==> src/hw/rtl/hpagc_pkg.sv <==
// ----------------------------------------------------------------------------
// hpagc_pkg
// Shared types, register map codes and constants of the high-pass / AGC chain.
// ----------------------------------------------------------------------------
package hpagc_pkg;

  // default sample width of the top level
  localparam int SAMPLE_BITS_DEF = 16;

  // configuration port
  localparam int ADDR_W = 5;
  localparam int DATA_W = 32;
  localparam int REG_IDX_W = 3;

  // register indexes
  localparam logic [REG_IDX_W-1:0] REG_HP_ENABLE      = 3'd0;
  localparam logic [REG_IDX_W-1:0] REG_HP_COEF_B0     = 3'd1;
  localparam logic [REG_IDX_W-1:0] REG_HP_COEF_A1     = 3'd2;
  localparam logic [REG_IDX_W-1:0] REG_AGC_ENABLE     = 3'd3;
  localparam logic [REG_IDX_W-1:0] REG_TARGET_LEVEL   = 3'd4;
  localparam logic [REG_IDX_W-1:0] REG_GAIN_LIMIT     = 3'd5;
  localparam logic [REG_IDX_W-1:0] REG_ATTACK_FACTOR  = 3'd6;
  localparam logic [REG_IDX_W-1:0] REG_RELEASE_FACTOR = 3'd7;

  // register reset values
  localparam logic [22:0] RST_HP_COEF_B0     = 23'd4194304;
  localparam logic [23:0] RST_HP_COEF_A1     = 24'd0;
  localparam logic [15:0] RST_TARGET_LEVEL   = 16'd6554;
  localparam logic [23:0] RST_GAIN_LIMIT     = 24'd655360;
  localparam logic [15:0] RST_ATTACK_FACTOR  = 16'd65128;
  localparam logic [15:0] RST_RELEASE_FACTOR = 16'd65495;

  // fixed point constants
  localparam int PEAK_W = 17;                       // peak level, at most 1.0 in Q.16
  localparam logic [PEAK_W-1:0] GAIN_ONE17 = 17'h10000;
  localparam logic [23:0] GAIN_ONE = 24'h010000;
  localparam logic [PEAK_W-1:0] PEAK_FLOOR = 17'd6;

  // divider sizes
  localparam int DVD_W = 32;
  localparam int DSR_W = PEAK_W;

  typedef struct packed {
    logic        hp_enable;
    logic [22:0] hp_coef_b0;
    logic [23:0] hp_coef_a1;
    logic        agc_enable;
    logic [15:0] target_level;
    logic [23:0] gain_limit;
    logic [15:0] attack_factor;
    logic [15:0] release_factor;
  } cfg_t;

  typedef struct packed {
    logic busy;
    logic done;
  } div_status_t;

endpackage

==> src/hw/rtl/hpagc_regs.sv <==
// ----------------------------------------------------------------------------
// hpagc_regs
// APB-style configuration register file of the high-pass / AGC chain.
// ----------------------------------------------------------------------------
module hpagc_regs (
  input  logic                        clk_i,
  input  logic                        rst_ni,
  input  logic                        psel,
  input  logic                        penable,
  input  logic                        pwrite,
  input  logic [hpagc_pkg::ADDR_W-1:0] paddr,
  input  logic [hpagc_pkg::DATA_W-1:0] pwdata,
  output logic [hpagc_pkg::DATA_W-1:0] prdata,
  output logic                        pready,
  output hpagc_pkg::cfg_t             cfg_o
);
  import hpagc_pkg::*;

  cfg_t                 cfg_q;
  logic [REG_IDX_W-1:0] idx;
  logic                 wr_en;

  assign pready = 1'b1;
  assign idx    = paddr[ADDR_W-1:2];
  assign wr_en  = psel & penable & pwrite & pready;
  assign cfg_o  = cfg_q;

  // register writes
  always_ff @(posedge clk_i or negedge rst_ni) begin
    if (!rst_ni) begin
      cfg_q.hp_enable      <= 1'b0;
      cfg_q.hp_coef_b0     <= RST_HP_COEF_B0;
      cfg_q.hp_coef_a1     <= RST_HP_COEF_A1;
      cfg_q.agc_enable     <= 1'b0;
      cfg_q.target_level   <= RST_TARGET_LEVEL;
      cfg_q.gain_limit     <= RST_GAIN_LIMIT;
      cfg_q.attack_factor  <= RST_ATTACK_FACTOR;
      cfg_q.release_factor <= RST_RELEASE_FACTOR;
    end else if (wr_en) begin
      case (idx)
        REG_HP_ENABLE:      cfg_q.hp_enable      <= pwdata[0];
        REG_HP_COEF_B0:     cfg_q.hp_coef_b0     <= pwdata[22:0];
        REG_HP_COEF_A1:     cfg_q.hp_coef_a1     <= pwdata[23:0];
        REG_AGC_ENABLE:     cfg_q.agc_enable     <= pwdata[0];
        REG_TARGET_LEVEL:   cfg_q.target_level   <= pwdata[15:0];
        REG_GAIN_LIMIT:     cfg_q.gain_limit     <= pwdata[23:0];
        REG_ATTACK_FACTOR:  cfg_q.attack_factor  <= pwdata[15:0];
        REG_RELEASE_FACTOR: cfg_q.release_factor <= pwdata[15:0];
        default: ;
      endcase
    end
  end

  // read mux
  always_comb begin
    case (idx)
      REG_HP_ENABLE:      prdata = {31'd0, cfg_q.hp_enable};
      REG_HP_COEF_B0:     prdata = {9'd0, cfg_q.hp_coef_b0};
      REG_HP_COEF_A1:     prdata = {{8{cfg_q.hp_coef_a1[23]}}, cfg_q.hp_coef_a1};
      REG_AGC_ENABLE:     prdata = {31'd0, cfg_q.agc_enable};
      REG_TARGET_LEVEL:   prdata = {16'd0, cfg_q.target_level};
      REG_GAIN_LIMIT:     prdata = {8'd0, cfg_q.gain_limit};
      REG_ATTACK_FACTOR:  prdata = {16'd0, cfg_q.attack_factor};
      REG_RELEASE_FACTOR: prdata = {16'd0, cfg_q.release_factor};
      default:            prdata = '0;
    endcase
  end

endmodule

==> src/hw/rtl/hpagc_mul.sv <==
// ----------------------------------------------------------------------------
// hpagc_mul
// Shared signed multiplier with a registered product.
// ----------------------------------------------------------------------------
module hpagc_mul #(
  parameter int MW = 26
) (
  input  logic                   clk_i,
  input  logic signed [MW-1:0]   a_i,
  input  logic signed [MW-1:0]   b_i,
  output logic signed [2*MW-1:0] prod_o
);

  logic signed [2*MW-1:0] prod_q;

  // product register, payload only
  always_ff @(posedge clk_i) begin
    prod_q <= a_i * b_i;
  end

  assign prod_o = prod_q;

endmodule

==> src/hw/rtl/hpagc_div.sv <==
// ----------------------------------------------------------------------------
// hpagc_div
// Restoring unsigned divider, one quotient bit per cycle.
// ----------------------------------------------------------------------------
module hpagc_div #(
  parameter int DVD_W = hpagc_pkg::DVD_W,
  parameter int DSR_W = hpagc_pkg::DSR_W
) (
  input  logic                      clk_i,
  input  logic                      rst_ni,
  input  logic                      start_i,
  input  logic [DVD_W-1:0]          dividend_i,
  input  logic [DSR_W-1:0]          divisor_i,
  output logic [DVD_W-1:0]          quotient_o,
  output hpagc_pkg::div_status_t    status_o
);
  import hpagc_pkg::*;

  localparam int CW = $clog2(DVD_W);

  logic [DSR_W:0]   rem_q;
  logic [DVD_W-1:0] quo_q;
  logic [DSR_W-1:0] dsr_q;
  logic [CW-1:0]    cnt_q;
  logic             busy_q;
  logic             done_q;
  logic [DSR_W:0]   rem_sh;
  logic             ge;

  // shift in the next dividend bit and trial subtract
  assign rem_sh = {rem_q[DSR_W-1:0], quo_q[DVD_W-1]};
  assign ge     = (rem_sh >= {1'b0, dsr_q});

  always_ff @(posedge clk_i or negedge rst_ni) begin
    if (!rst_ni) begin
      busy_q <= 1'b0;
      done_q <= 1'b0;
      cnt_q  <= '0;
    end else begin
      done_q <= 1'b0;
      if (start_i) begin
        busy_q <= 1'b1;
        cnt_q  <= CW'(DVD_W - 1);
      end else if (busy_q) begin
        cnt_q <= cnt_q - 1'b1;
        if (cnt_q == '0) begin
          busy_q <= 1'b0;
          done_q <= 1'b1;
        end
      end
    end
  end

  // datapath
  always_ff @(posedge clk_i) begin
    if (start_i) begin
      rem_q <= '0;
      quo_q <= dividend_i;
      dsr_q <= divisor_i;
    end else if (busy_q) begin
      rem_q <= ge ? (rem_sh - {1'b0, dsr_q}) : rem_sh;
      quo_q <= {quo_q[DVD_W-2:0], ge};
    end
  end

  assign quotient_o    = quo_q;
  assign status_o.busy = busy_q;
  assign status_o.done = done_q;

endmodule

==> src/hw/rtl/highpass_peak_agc_chain.sv <==
// ----------------------------------------------------------------------------
// highpass_peak_agc_chain
// First-order high-pass followed by a peak-tracking AGC, run by a sequencer
// over one shared multiplier and one iterative divider.
// ----------------------------------------------------------------------------
// Samples are handled one at a time: a new sample is taken only after the last
// one has been loaded into the output register, where it waits while the next
// one is taken. The AGC gain target uses the divider's 32 one-bit steps when
// the peak is above the floor. Reset clears all filter and AGC state
// (gain to 1.0) and loads the register defaults.
module highpass_peak_agc_chain #(
  parameter int SAMPLE_BITS = hpagc_pkg::SAMPLE_BITS_DEF
) (
  input  logic                                    clk_i,
  input  logic                                    rst_ni,
  // sample_in
  input  logic                                    s_axis_tvalid,
  output logic                                    s_axis_tready,
  input  logic [((SAMPLE_BITS+7)/8)*8-1:0]        s_axis_tdata,
  input  logic                                    s_axis_tlast,
  // sample_out, gain_now
  output logic                                    m_axis_tvalid,
  input  logic                                    m_axis_tready,
  output logic [((SAMPLE_BITS+24+7)/8)*8-1:0]     m_axis_tdata,
  output logic                                    m_axis_tlast,
  input  logic                                    psel,
  input  logic                                    penable,
  input  logic                                    pwrite,
  input  logic [hpagc_pkg::ADDR_W-1:0]            paddr,
  input  logic [hpagc_pkg::DATA_W-1:0]            pwdata,
  output logic [hpagc_pkg::DATA_W-1:0]            prdata,
  output logic                                    pready
);
  import hpagc_pkg::*;

  localparam int SB       = SAMPLE_BITS;
  localparam int OUT_TW   = ((SB + 24 + 7) / 8) * 8;
  localparam int MW       = (SB + 2 > 26) ? SB + 2 : 26;
  localparam int PW       = 2 * MW;
  localparam int AW       = PW + 2;
  localparam int HP_SH    = 24 - SB;
  localparam int SMP_FRAC = SB - 1;

  localparam logic [SB-1:0] SMP_MAX = {1'b0, {(SB-1){1'b1}}};
  localparam logic [SB-1:0] SMP_MIN = {1'b1, {(SB-1){1'b0}}};
  localparam logic signed [AW-1:0] HP_POS  = AW'(4194304);
  localparam logic signed [AW-1:0] HP_NEG  = -AW'(4194304);
  localparam logic signed [AW-1:0] HP_RND  = AW'(8388607);
  localparam logic signed [PW-1:0] SC_RND  = PW'(4194303);
  localparam logic signed [PW-1:0] AP_RND  = PW'(65535);
  localparam logic signed [AW-1:0] MIX_RND = AW'(32768);

  typedef enum logic [4:0] {
    ST_IDLE, ST_HP_MUL_B0, ST_HP_MUL_A1, ST_HP_CLAMP, ST_HP_MUL_Y, ST_HP_SCALE,
    ST_AGC_LEVEL, ST_AGC_DECAY, ST_AGC_TARGET, ST_AGC_DIV, ST_AGC_MIX_A,
    ST_AGC_MIX_B, ST_AGC_MIX_C, ST_AGC_APPLY, ST_AGC_SCALE, ST_AGC_SAT, ST_FINISH
  } state_e;

  cfg_t        cfg;
  div_status_t div_st;
  state_e      state_q;

  logic [SB-1:0]          smp_q;
  logic                   last_q;
  logic [SB-1:0]          xprev_q;
  logic [23:0]            yprev_q;
  logic [PEAK_W-1:0]      peak_q;
  logic [23:0]            gain_q;
  logic [23:0]            tg_q;
  logic [15:0]            c_q;
  logic signed [AW-1:0]   acc_q;
  logic                   out_valid_q;
  logic [SB-1:0]          smp_out_q;
  logic [23:0]            gain_out_q;
  logic                   last_out_q;

  logic signed [MW-1:0]   mul_a, mul_b;
  logic signed [PW-1:0]   prod;
  logic [DVD_W-1:0]       quo;
  logic                   div_start;

  logic signed [AW-1:0]   prod_ext;
  logic signed [SB:0]     dx;
  logic signed [AW-1:0]   hp_sum, hp_div;
  logic [23:0]            hp_y;
  logic signed [PW-1:0]   sc_div;
  logic signed [PW-1:0]   ap_div;
  logic [SB-1:0]          ap_sat;
  logic [SB:0]            mag;
  logic [SB+16:0]         lvl_full;
  logic [PEAK_W-1:0]      lvl;
  logic [PEAK_W-1:0]      one_minus_c;
  logic signed [AW-1:0]   mix_sum;
  logic                   out_load;

  hpagc_regs u_regs (
    .clk_i  (clk_i),
    .rst_ni (rst_ni),
    .psel   (psel),
    .penable(penable),
    .pwrite (pwrite),
    .paddr  (paddr),
    .pwdata (pwdata),
    .prdata (prdata),
    .pready (pready),
    .cfg_o  (cfg)
  );

  hpagc_mul #(.MW(MW)) u_mul (
    .clk_i (clk_i),
    .a_i   (mul_a),
    .b_i   (mul_b),
    .prod_o(prod)
  );

  hpagc_div #(.DVD_W(DVD_W), .DSR_W(DSR_W)) u_div (
    .clk_i     (clk_i),
    .rst_ni    (rst_ni),
    .start_i   (div_start),
    .dividend_i({cfg.target_level, 16'd0}),
    .divisor_i (peak_q),
    .quotient_o(quo),
    .status_o  (div_st)
  );

  // high-pass arithmetic: truncate toward zero, clamp to [-1, 1]
  assign prod_ext = {{2{prod[PW-1]}}, prod};
  assign dx       = {smp_q[SB-1], smp_q} - {xprev_q[SB-1], xprev_q};
  assign hp_sum   = acc_q - (prod_ext <<< 1);
  assign hp_div   = $signed(hp_sum + (hp_sum[AW-1] ? HP_RND : AW'(0))) >>> 23;
  always_comb begin
    if (hp_div > HP_POS) begin
      hp_y = HP_POS[23:0];
    end else if (hp_div < HP_NEG) begin
      hp_y = HP_NEG[23:0];
    end else begin
      hp_y = hp_div[23:0];
    end
  end
  assign sc_div = $signed(prod + (prod[PW-1] ? SC_RND : PW'(0))) >>> 22;

  // agc arithmetic
  assign mag         = smp_q[SB-1] ? -{smp_q[SB-1], smp_q} : {1'b0, smp_q};
  assign lvl_full    = {mag, 16'd0} >> SMP_FRAC;
  assign lvl         = lvl_full[PEAK_W-1:0];
  assign one_minus_c = GAIN_ONE17 - {1'b0, c_q};
  assign mix_sum     = acc_q + prod_ext + MIX_RND;
  assign ap_div      = $signed(prod + (prod[PW-1] ? AP_RND : PW'(0))) >>> 16;
  always_comb begin
    if (ap_div > $signed({{(PW-SB){1'b0}}, SMP_MAX})) begin
      ap_sat = SMP_MAX;
    end else if (ap_div < $signed({{(PW-SB){1'b1}}, SMP_MIN})) begin
      ap_sat = SMP_MIN;
    end else begin
      ap_sat = ap_div[SB-1:0];
    end
  end

  // multiplier operand select
  always_comb begin
    mul_a = '0;
    mul_b = '0;
    case (state_q)
      ST_HP_MUL_B0: begin
        mul_a = {{(MW-23){1'b0}}, cfg.hp_coef_b0};
        mul_b = {{(MW-SB-1){dx[SB]}}, dx};
      end
      ST_HP_MUL_A1: begin
        mul_a = {{(MW-24){cfg.hp_coef_a1[23]}}, cfg.hp_coef_a1};
        mul_b = {{(MW-24){yprev_q[23]}}, yprev_q};
      end
      ST_HP_MUL_Y: begin
        mul_a = {{(MW-24){yprev_q[23]}}, yprev_q};
        mul_b = {{(MW-SB){1'b0}}, SMP_MAX};
      end
      ST_AGC_LEVEL: begin
        mul_a = {{(MW-PEAK_W){1'b0}}, peak_q};
        mul_b = {{(MW-16){1'b0}}, cfg.release_factor};
      end
      ST_AGC_MIX_B: begin
        mul_a = {{(MW-16){1'b0}}, c_q};
        mul_b = {{(MW-24){1'b0}}, gain_q};
      end
      ST_AGC_MIX_C: begin
        mul_a = {{(MW-PEAK_W){1'b0}}, one_minus_c};
        mul_b = {{(MW-24){1'b0}}, tg_q};
      end
      ST_AGC_SCALE: begin
        mul_a = {{(MW-SB){smp_q[SB-1]}}, smp_q};
        mul_b = {{(MW-24){1'b0}}, gain_q};
      end
      default: ;
    endcase
  end

  assign div_start     = (state_q == ST_AGC_TARGET) && (peak_q > PEAK_FLOOR);
  assign out_load      = (state_q == ST_FINISH) && (!out_valid_q || m_axis_tready);
  assign s_axis_tready = (state_q == ST_IDLE);

  // sequencer with its state and output registers
  always_ff @(posedge clk_i or negedge rst_ni) begin
    if (!rst_ni) begin
      state_q     <= ST_IDLE;
      smp_q       <= '0;
      last_q      <= 1'b0;
      xprev_q     <= '0;
      yprev_q     <= '0;
      peak_q      <= '0;
      gain_q      <= GAIN_ONE;
      tg_q        <= '0;
      c_q         <= '0;
      acc_q       <= '0;
      out_valid_q <= 1'b0;
      smp_out_q   <= '0;
      gain_out_q  <= '0;
      last_out_q  <= 1'b0;
    end else begin
      if (m_axis_tready && !out_load) begin
        out_valid_q <= 1'b0;
      end
      case (state_q)
        ST_IDLE: begin
          if (s_axis_tvalid) begin
            smp_q  <= s_axis_tdata[SB-1:0];
            last_q <= s_axis_tlast;
            if (cfg.hp_enable) begin
              state_q <= ST_HP_MUL_B0;
            end else if (cfg.agc_enable) begin
              state_q <= ST_AGC_LEVEL;
            end else begin
              state_q <= ST_FINISH;
            end
          end
        end
        ST_HP_MUL_B0: state_q <= ST_HP_MUL_A1;
        ST_HP_MUL_A1: begin
          acc_q   <= prod_ext <<< HP_SH;
          state_q <= ST_HP_CLAMP;
        end
        ST_HP_CLAMP: begin
          yprev_q <= hp_y;
          xprev_q <= smp_q;
          state_q <= ST_HP_MUL_Y;
        end
        ST_HP_MUL_Y: state_q <= ST_HP_SCALE;
        ST_HP_SCALE: begin
          smp_q   <= sc_div[SB-1:0];
          state_q <= cfg.agc_enable ? ST_AGC_LEVEL : ST_FINISH;
        end
        ST_AGC_LEVEL: begin
          if (lvl > peak_q) begin
            peak_q  <= lvl;
            state_q <= ST_AGC_TARGET;
          end else begin
            state_q <= ST_AGC_DECAY;
          end
        end
        ST_AGC_DECAY: begin
          peak_q  <= prod[16+PEAK_W-1:16];
          state_q <= ST_AGC_TARGET;
        end
        ST_AGC_TARGET: begin
          if (div_start) begin
            state_q <= ST_AGC_DIV;
          end else begin
            tg_q    <= (GAIN_ONE > cfg.gain_limit) ? cfg.gain_limit : GAIN_ONE;
            state_q <= ST_AGC_MIX_A;
          end
        end
        ST_AGC_DIV: begin
          if (div_st.done) begin
            tg_q    <= (quo > {8'd0, cfg.gain_limit}) ? cfg.gain_limit : quo[23:0];
            state_q <= ST_AGC_MIX_A;
          end
        end
        ST_AGC_MIX_A: begin
          c_q     <= (tg_q < gain_q) ? cfg.attack_factor : cfg.release_factor;
          state_q <= ST_AGC_MIX_B;
        end
        ST_AGC_MIX_B: state_q <= ST_AGC_MIX_C;
        ST_AGC_MIX_C: begin
          acc_q   <= prod_ext;
          state_q <= ST_AGC_APPLY;
        end
        ST_AGC_APPLY: begin
          // new smoothed gain, the apply product is issued from it next
          gain_q  <= mix_sum[39:16];
          state_q <= ST_AGC_SCALE;
        end
        ST_AGC_SCALE: state_q <= ST_AGC_SAT;
        ST_AGC_SAT: begin
          smp_q   <= ap_sat;
          state_q <= ST_FINISH;
        end
        ST_FINISH: begin
          if (out_load) begin
            smp_out_q   <= smp_q;
            gain_out_q  <= gain_q;
            last_out_q  <= last_q;
            out_valid_q <= 1'b1;
            state_q     <= ST_IDLE;
          end
        end
        default: state_q <= ST_IDLE;
      endcase
    end
  end

  assign m_axis_tvalid = out_valid_q;
  assign m_axis_tdata  = OUT_TW'({gain_out_q, smp_out_q});
  assign m_axis_tlast  = last_out_q;

  // divider runs only while no new sample can enter
  assert property (@(posedge clk_i) disable iff (!rst_ni)
    div_st.busy |-> !s_axis_tready)
    else $error("divider busy while input ready");

  // smoothed gain changes only in its update step
  assert property (@(posedge clk_i) disable iff (!rst_ni)
    (gain_q != $past(gain_q)) |-> ($past(state_q) == ST_AGC_APPLY))
    else $error("gain changed outside update step");

  // peak level never exceeds full scale
  assert property (@(posedge clk_i) disable iff (!rst_ni)
    peak_q <= GAIN_ONE17)
    else $error("peak level above full scale");

endmodule

==> config.mk <==
export PLATFORM = sky130hd
export DESIGN_NAME = highpass_peak_agc_chain
export DESIGN_NICKNAME = d
export VERILOG_FILES = /design/src/hw/rtl/hpagc_pkg.sv /design/src/hw/rtl/hpagc_regs.sv /design/src/hw/rtl/hpagc_mul.sv /design/src/hw/rtl/hpagc_div.sv /design/src/hw/rtl/highpass_peak_agc_chain.sv
export SDC_FILE = /design/constraint.sdc
export NUM_CORES = 2
export LEC_CHECK = 0
export BUFFER_PORTS_ARGS = -buffer_cell sky130_fd_sc_hd__buf_4
export CAP_MARGIN = 20
export CORE_UTILIZATION = 60
export DETAILED_ROUTE_END_ITERATION = 6
export PLACE_DENSITY = 0.75
export SLEW_MARGIN = 15
export SYNTH_ARGS = -nofsm -noshare
export SYNTH_HDL_FRONTEND = slang
export SYNTH_SLANG_ARGS = --single-unit
==> constraint.sdc <==
create_clock -name clk_i -period 11.73 [get_ports clk_i]
set_clock_uncertainty 0.05 [all_clocks]
set_input_delay 2.346 -clock clk_i [delete_from_list [all_inputs] [get_ports clk_i]]
set_output_delay 2.346 -clock clk_i [all_outputs]
set_load 0.02 [all_outputs]
==> out/results.md <==
- completed — result of the run
- 0 — hold-fix buffers at CTS
- 1.04 — final RePlAce weighted congestion
- 11.26 ns — Period minus WS final
- 6.29 — Via density
- 5,232 — count of routing violations after the opening detailed-route iteration
- 0.275 mV — worst vdd ir
- 103 — largest net degree at the start of global routing
- 0.0549 mm² — Netlist Area Pre-Place
- 5 — antenna violations before repair
- 286 mW/mm² — cell area power density
- 0 — warnings from Yosys
- 102 — number of unique standard cell types used by synthesis
- 0.435 ns — Post-Route Hold Slack
- 485 — #FFs+latches synth
- 29.4 nW — leakage component of the power
- 65.9% — final core utilization
- 0.0903 mm² — Core Region
- 1.38 ns — Worst-Margin Slew
- 12.19 ns — worst path required time
- 96.0% — period utilisation layout
- 6,126 — post-synthesis instance total
- flip-flop — Crit. End Element
- 125 — count of buffers inserted at the top-level ports
- 11.72 ns — Arr. time, crit path
- 0 — count of final hold-check violations
- 46.6k — total via count in the routed design
- 0 — fin. max-slew vios
- 0 — sum of overflow across all layers after global routing
- 14 — Crit Path Max Fanout
- 7,398 — Final Instance Count excl. Fillers
- 7,284 — Placed Cells
- 6 — number of search-and-repair iterations in the first detailed-routing pass
- 56 — CTS buffer count
- 0.0119 mm² — Seq. cell area
- 8.95 µm² — syn avg cell area
- 277 mm — first-pass GRT wire length
- 0.0926 mm² — die outline area
- 0.07 ns — Reg clk slew, reported paths
- 0.0595 mm² — post-route cell area
- 2 — H-Tree Level Count
- 24.2 µm — Avg WL per Cell
- flip-flop to flip-flop — worst hold-check path type
- 60.8% — effective utilization at floorplan
- 0.0383 mm² — area used by multi-input combinational logic
- 46.4k — number of global-route vias before repair
- 0 — Detail Route Antenna Nets
- 7.83% — Slew Limit Headroom
- 7,279 — Synth Net Count
- 143 mm — HPWL reported at the end of detailed placement
- sky130_fd_sc_hd__a2111o_1 — standard cell with the maximum stage delay on the critical path
- 7,322 — Final Net Count
- 304 µm — horizontal extent of the die
- 0 — DRC violation count after routing
- 179 mm — total detailed-routing wirelength
- sky130_fd_sc_hd__dfrtp_1 — Synth Flop Type
- 17.0 mW — overall power consumption
- 110 — row count
- sky130_fd_sc_hd__fa_1 — most common cell type on the critical path
- 0.0574 mm² — total cell area at the placement stage
- 3 — Bufs on Longest Clock Path
- 485 — clock sink total
- 0.47 ns — setup slack of the most critical reg-to-reg path
- 0 — number of max-capacitance violations reported
- 21.7% — sequential-to-total area share from yosys stat
- sky130_fd_sc_hd__clkbuf_16 — Clk Tree Root Cell
- 75.7% — async set or reset register ratio after synthesis
- 137 — top-level port count
- flip-flop to flip-flop — WS Path Type
- 0.67 ns — Clock Latency Late Sink
- 0 — setup violation total in the final timing report
- 10.3% — fraction of layout instances using a drive strength above 1
- 39.1% — total routing usage reported by global routing
- flip-flop — Setup crit start kind
- 7,424 — fill count
- 978 x sky130_fd_sc_hd__inv_1, 761 x sky130_fd_sc_hd__nand2_1, 678 x sky130_fd_sc_hd__fa_1 — top library cells by usage in the layout, fill and taps aside
- yes — clock tree from TritonCTS
- 8.52% — layout overhead on the synthesized area
- 304 µm — die height
- sky130_fd_sc_hd__inv_1 — most frequent standard cell in the layout excluding fill and tap cells
- 33 — EDFF count, synth
- 88.8 MHz — highest clock rate
- 0.58 ns — stage delay of the slowest cell on the critical path
==> Yosys cell counts, types with 87 or more instances <==
cell / number / area, µm²
sky130_fd_sc_hd__a21o_1: 97 / 728
sky130_fd_sc_hd__a21oi_1: 251 / 1260
sky130_fd_sc_hd__clkbuf_1: 247 / 927
sky130_fd_sc_hd__dfrtp_1: 332 / 8310
sky130_fd_sc_hd__fa_1: 678 / 13600
sky130_fd_sc_hd__ha_1: 414 / 5180
sky130_fd_sc_hd__inv_1: 979 / 3670
sky130_fd_sc_hd__mux2_2: 119 / 1340
sky130_fd_sc_hd__nand2_1: 762 / 2860
sky130_fd_sc_hd__nand3_1: 87 / 435
sky130_fd_sc_hd__nor2_1: 474 / 1780
sky130_fd_sc_hd__o21ai_0: 273 / 1370
sky130_fd_sc_hd__xnor2_1: 149 / 1310
==> cells by family after synthesis <==
family / share of synthesized area, %
fa+ha+maj: 34.2
flops: 21.7
other cells: 0.00684
compound gates: 14.2
mux: 3.63
simple gates: 14.1
buf+inv: 8.77
xor+xnor: 3.38
==> state kept, by name (all words and copies together) (netlist names), 16 cells and up <==
register	count
acc_q	54
c_q	16
gain_out_q	24
gain_q	24
peak_q	17
smp_out_q	16
smp_q	16
tg_q	24
u_div.dsr_q	17
u_div.quotient_o	32
u_div.rem_q	17
u_mul.prod_o	52
u_regs.cfg_o	121
xprev_q	16
yprev_q	24
==> final cells by class <==
class                      instances  share of cell area, %
antenna                            5                 0.0210
inverter                         981                   6.19
clock buffer                      71                   2.73
timing repair buffer             269                   3.41
multi-input combinational       4376                   64.4
tap                             1176                   2.47
sequential                       485                   20.0
clock inverter                    35                  0.746
==> metrics by stage <==
| step | setup TNS, ns | setup WS, ns |
|---|---|---|
| 2_1_floorplan | 0 | 1.38 |
| 3_3_place_gp | 0 | 0.481 |
| 3_5_place_dp | 0 | 0.418 |
| 4_1_cts | 0 | 0.318 |
| 5_1_grt | -0.0460 | -0.0460 |
| 6_report | 0 | 0.470 |
==> routing by layer <==
metal	GRT usage, %	part of all wire (%)	wire (µm)
met1	50.5	38	67800
met2	60.3	45	79900
met3	8.65	10	18300
met4	23.8	7.4	13200
met5	0	0.021	37
==> worst max-delay path, delay by kind of cell (launching register included) <==
kind,cells,cell delay [ns]
AO/OA/AOI/OAI,24,4.88
adder cells (fa/ha/maj),10,4.41
buffers and inverters,8,0.90
flip-flops,1,0.38
AND/OR/NAND/NOR,3,0.35
XOR/XNOR,1,0.15
==> power by group <==
group / total (mW) / leakage, nW / switching, mW / internal (mW)
combinational: 12.3 / 22.7 / 7.77 / 4.50
clock: 1.93 / 1.01 / 0.803 / 1.13
sequential: 2.84 / 5.68 / 0.652 / 2.18
==> path summary, 6_finish.rpt <==
check                                          startpoint                            to  cells after the start
worst max-delay path                 smp_q[0]$_DFFE_PN0P_      u_mul.prod_o[51]$_DFF_P_                     46
worst min-delay path            gain_out_q[9]$_DFFE_PN0P_     gain_out_q[9]$_DFFE_PN0P_                      2
worst max register to register       smp_q[0]$_DFFE_PN0P_      u_mul.prod_o[51]$_DFF_P_                     46
worst min register to register  gain_out_q[9]$_DFFE_PN0P_     gain_out_q[9]$_DFFE_PN0P_                      2
max in group asynchronous                          rst_ni  u_regs.cfg_o[95]$_DFFE_PN0P_                      3
min in group asynchronous                          rst_ni          smp_q[3]$_DFFE_PN0P_                      1
==> timing repair <==
item / 4_1_cts / 5_1_grt
gates resized for setup: 0 / 11
buffers inserted: 0 / 3
endpoints found under the setup margin: 0 / 6
Power figures use the tool's default switching activity.
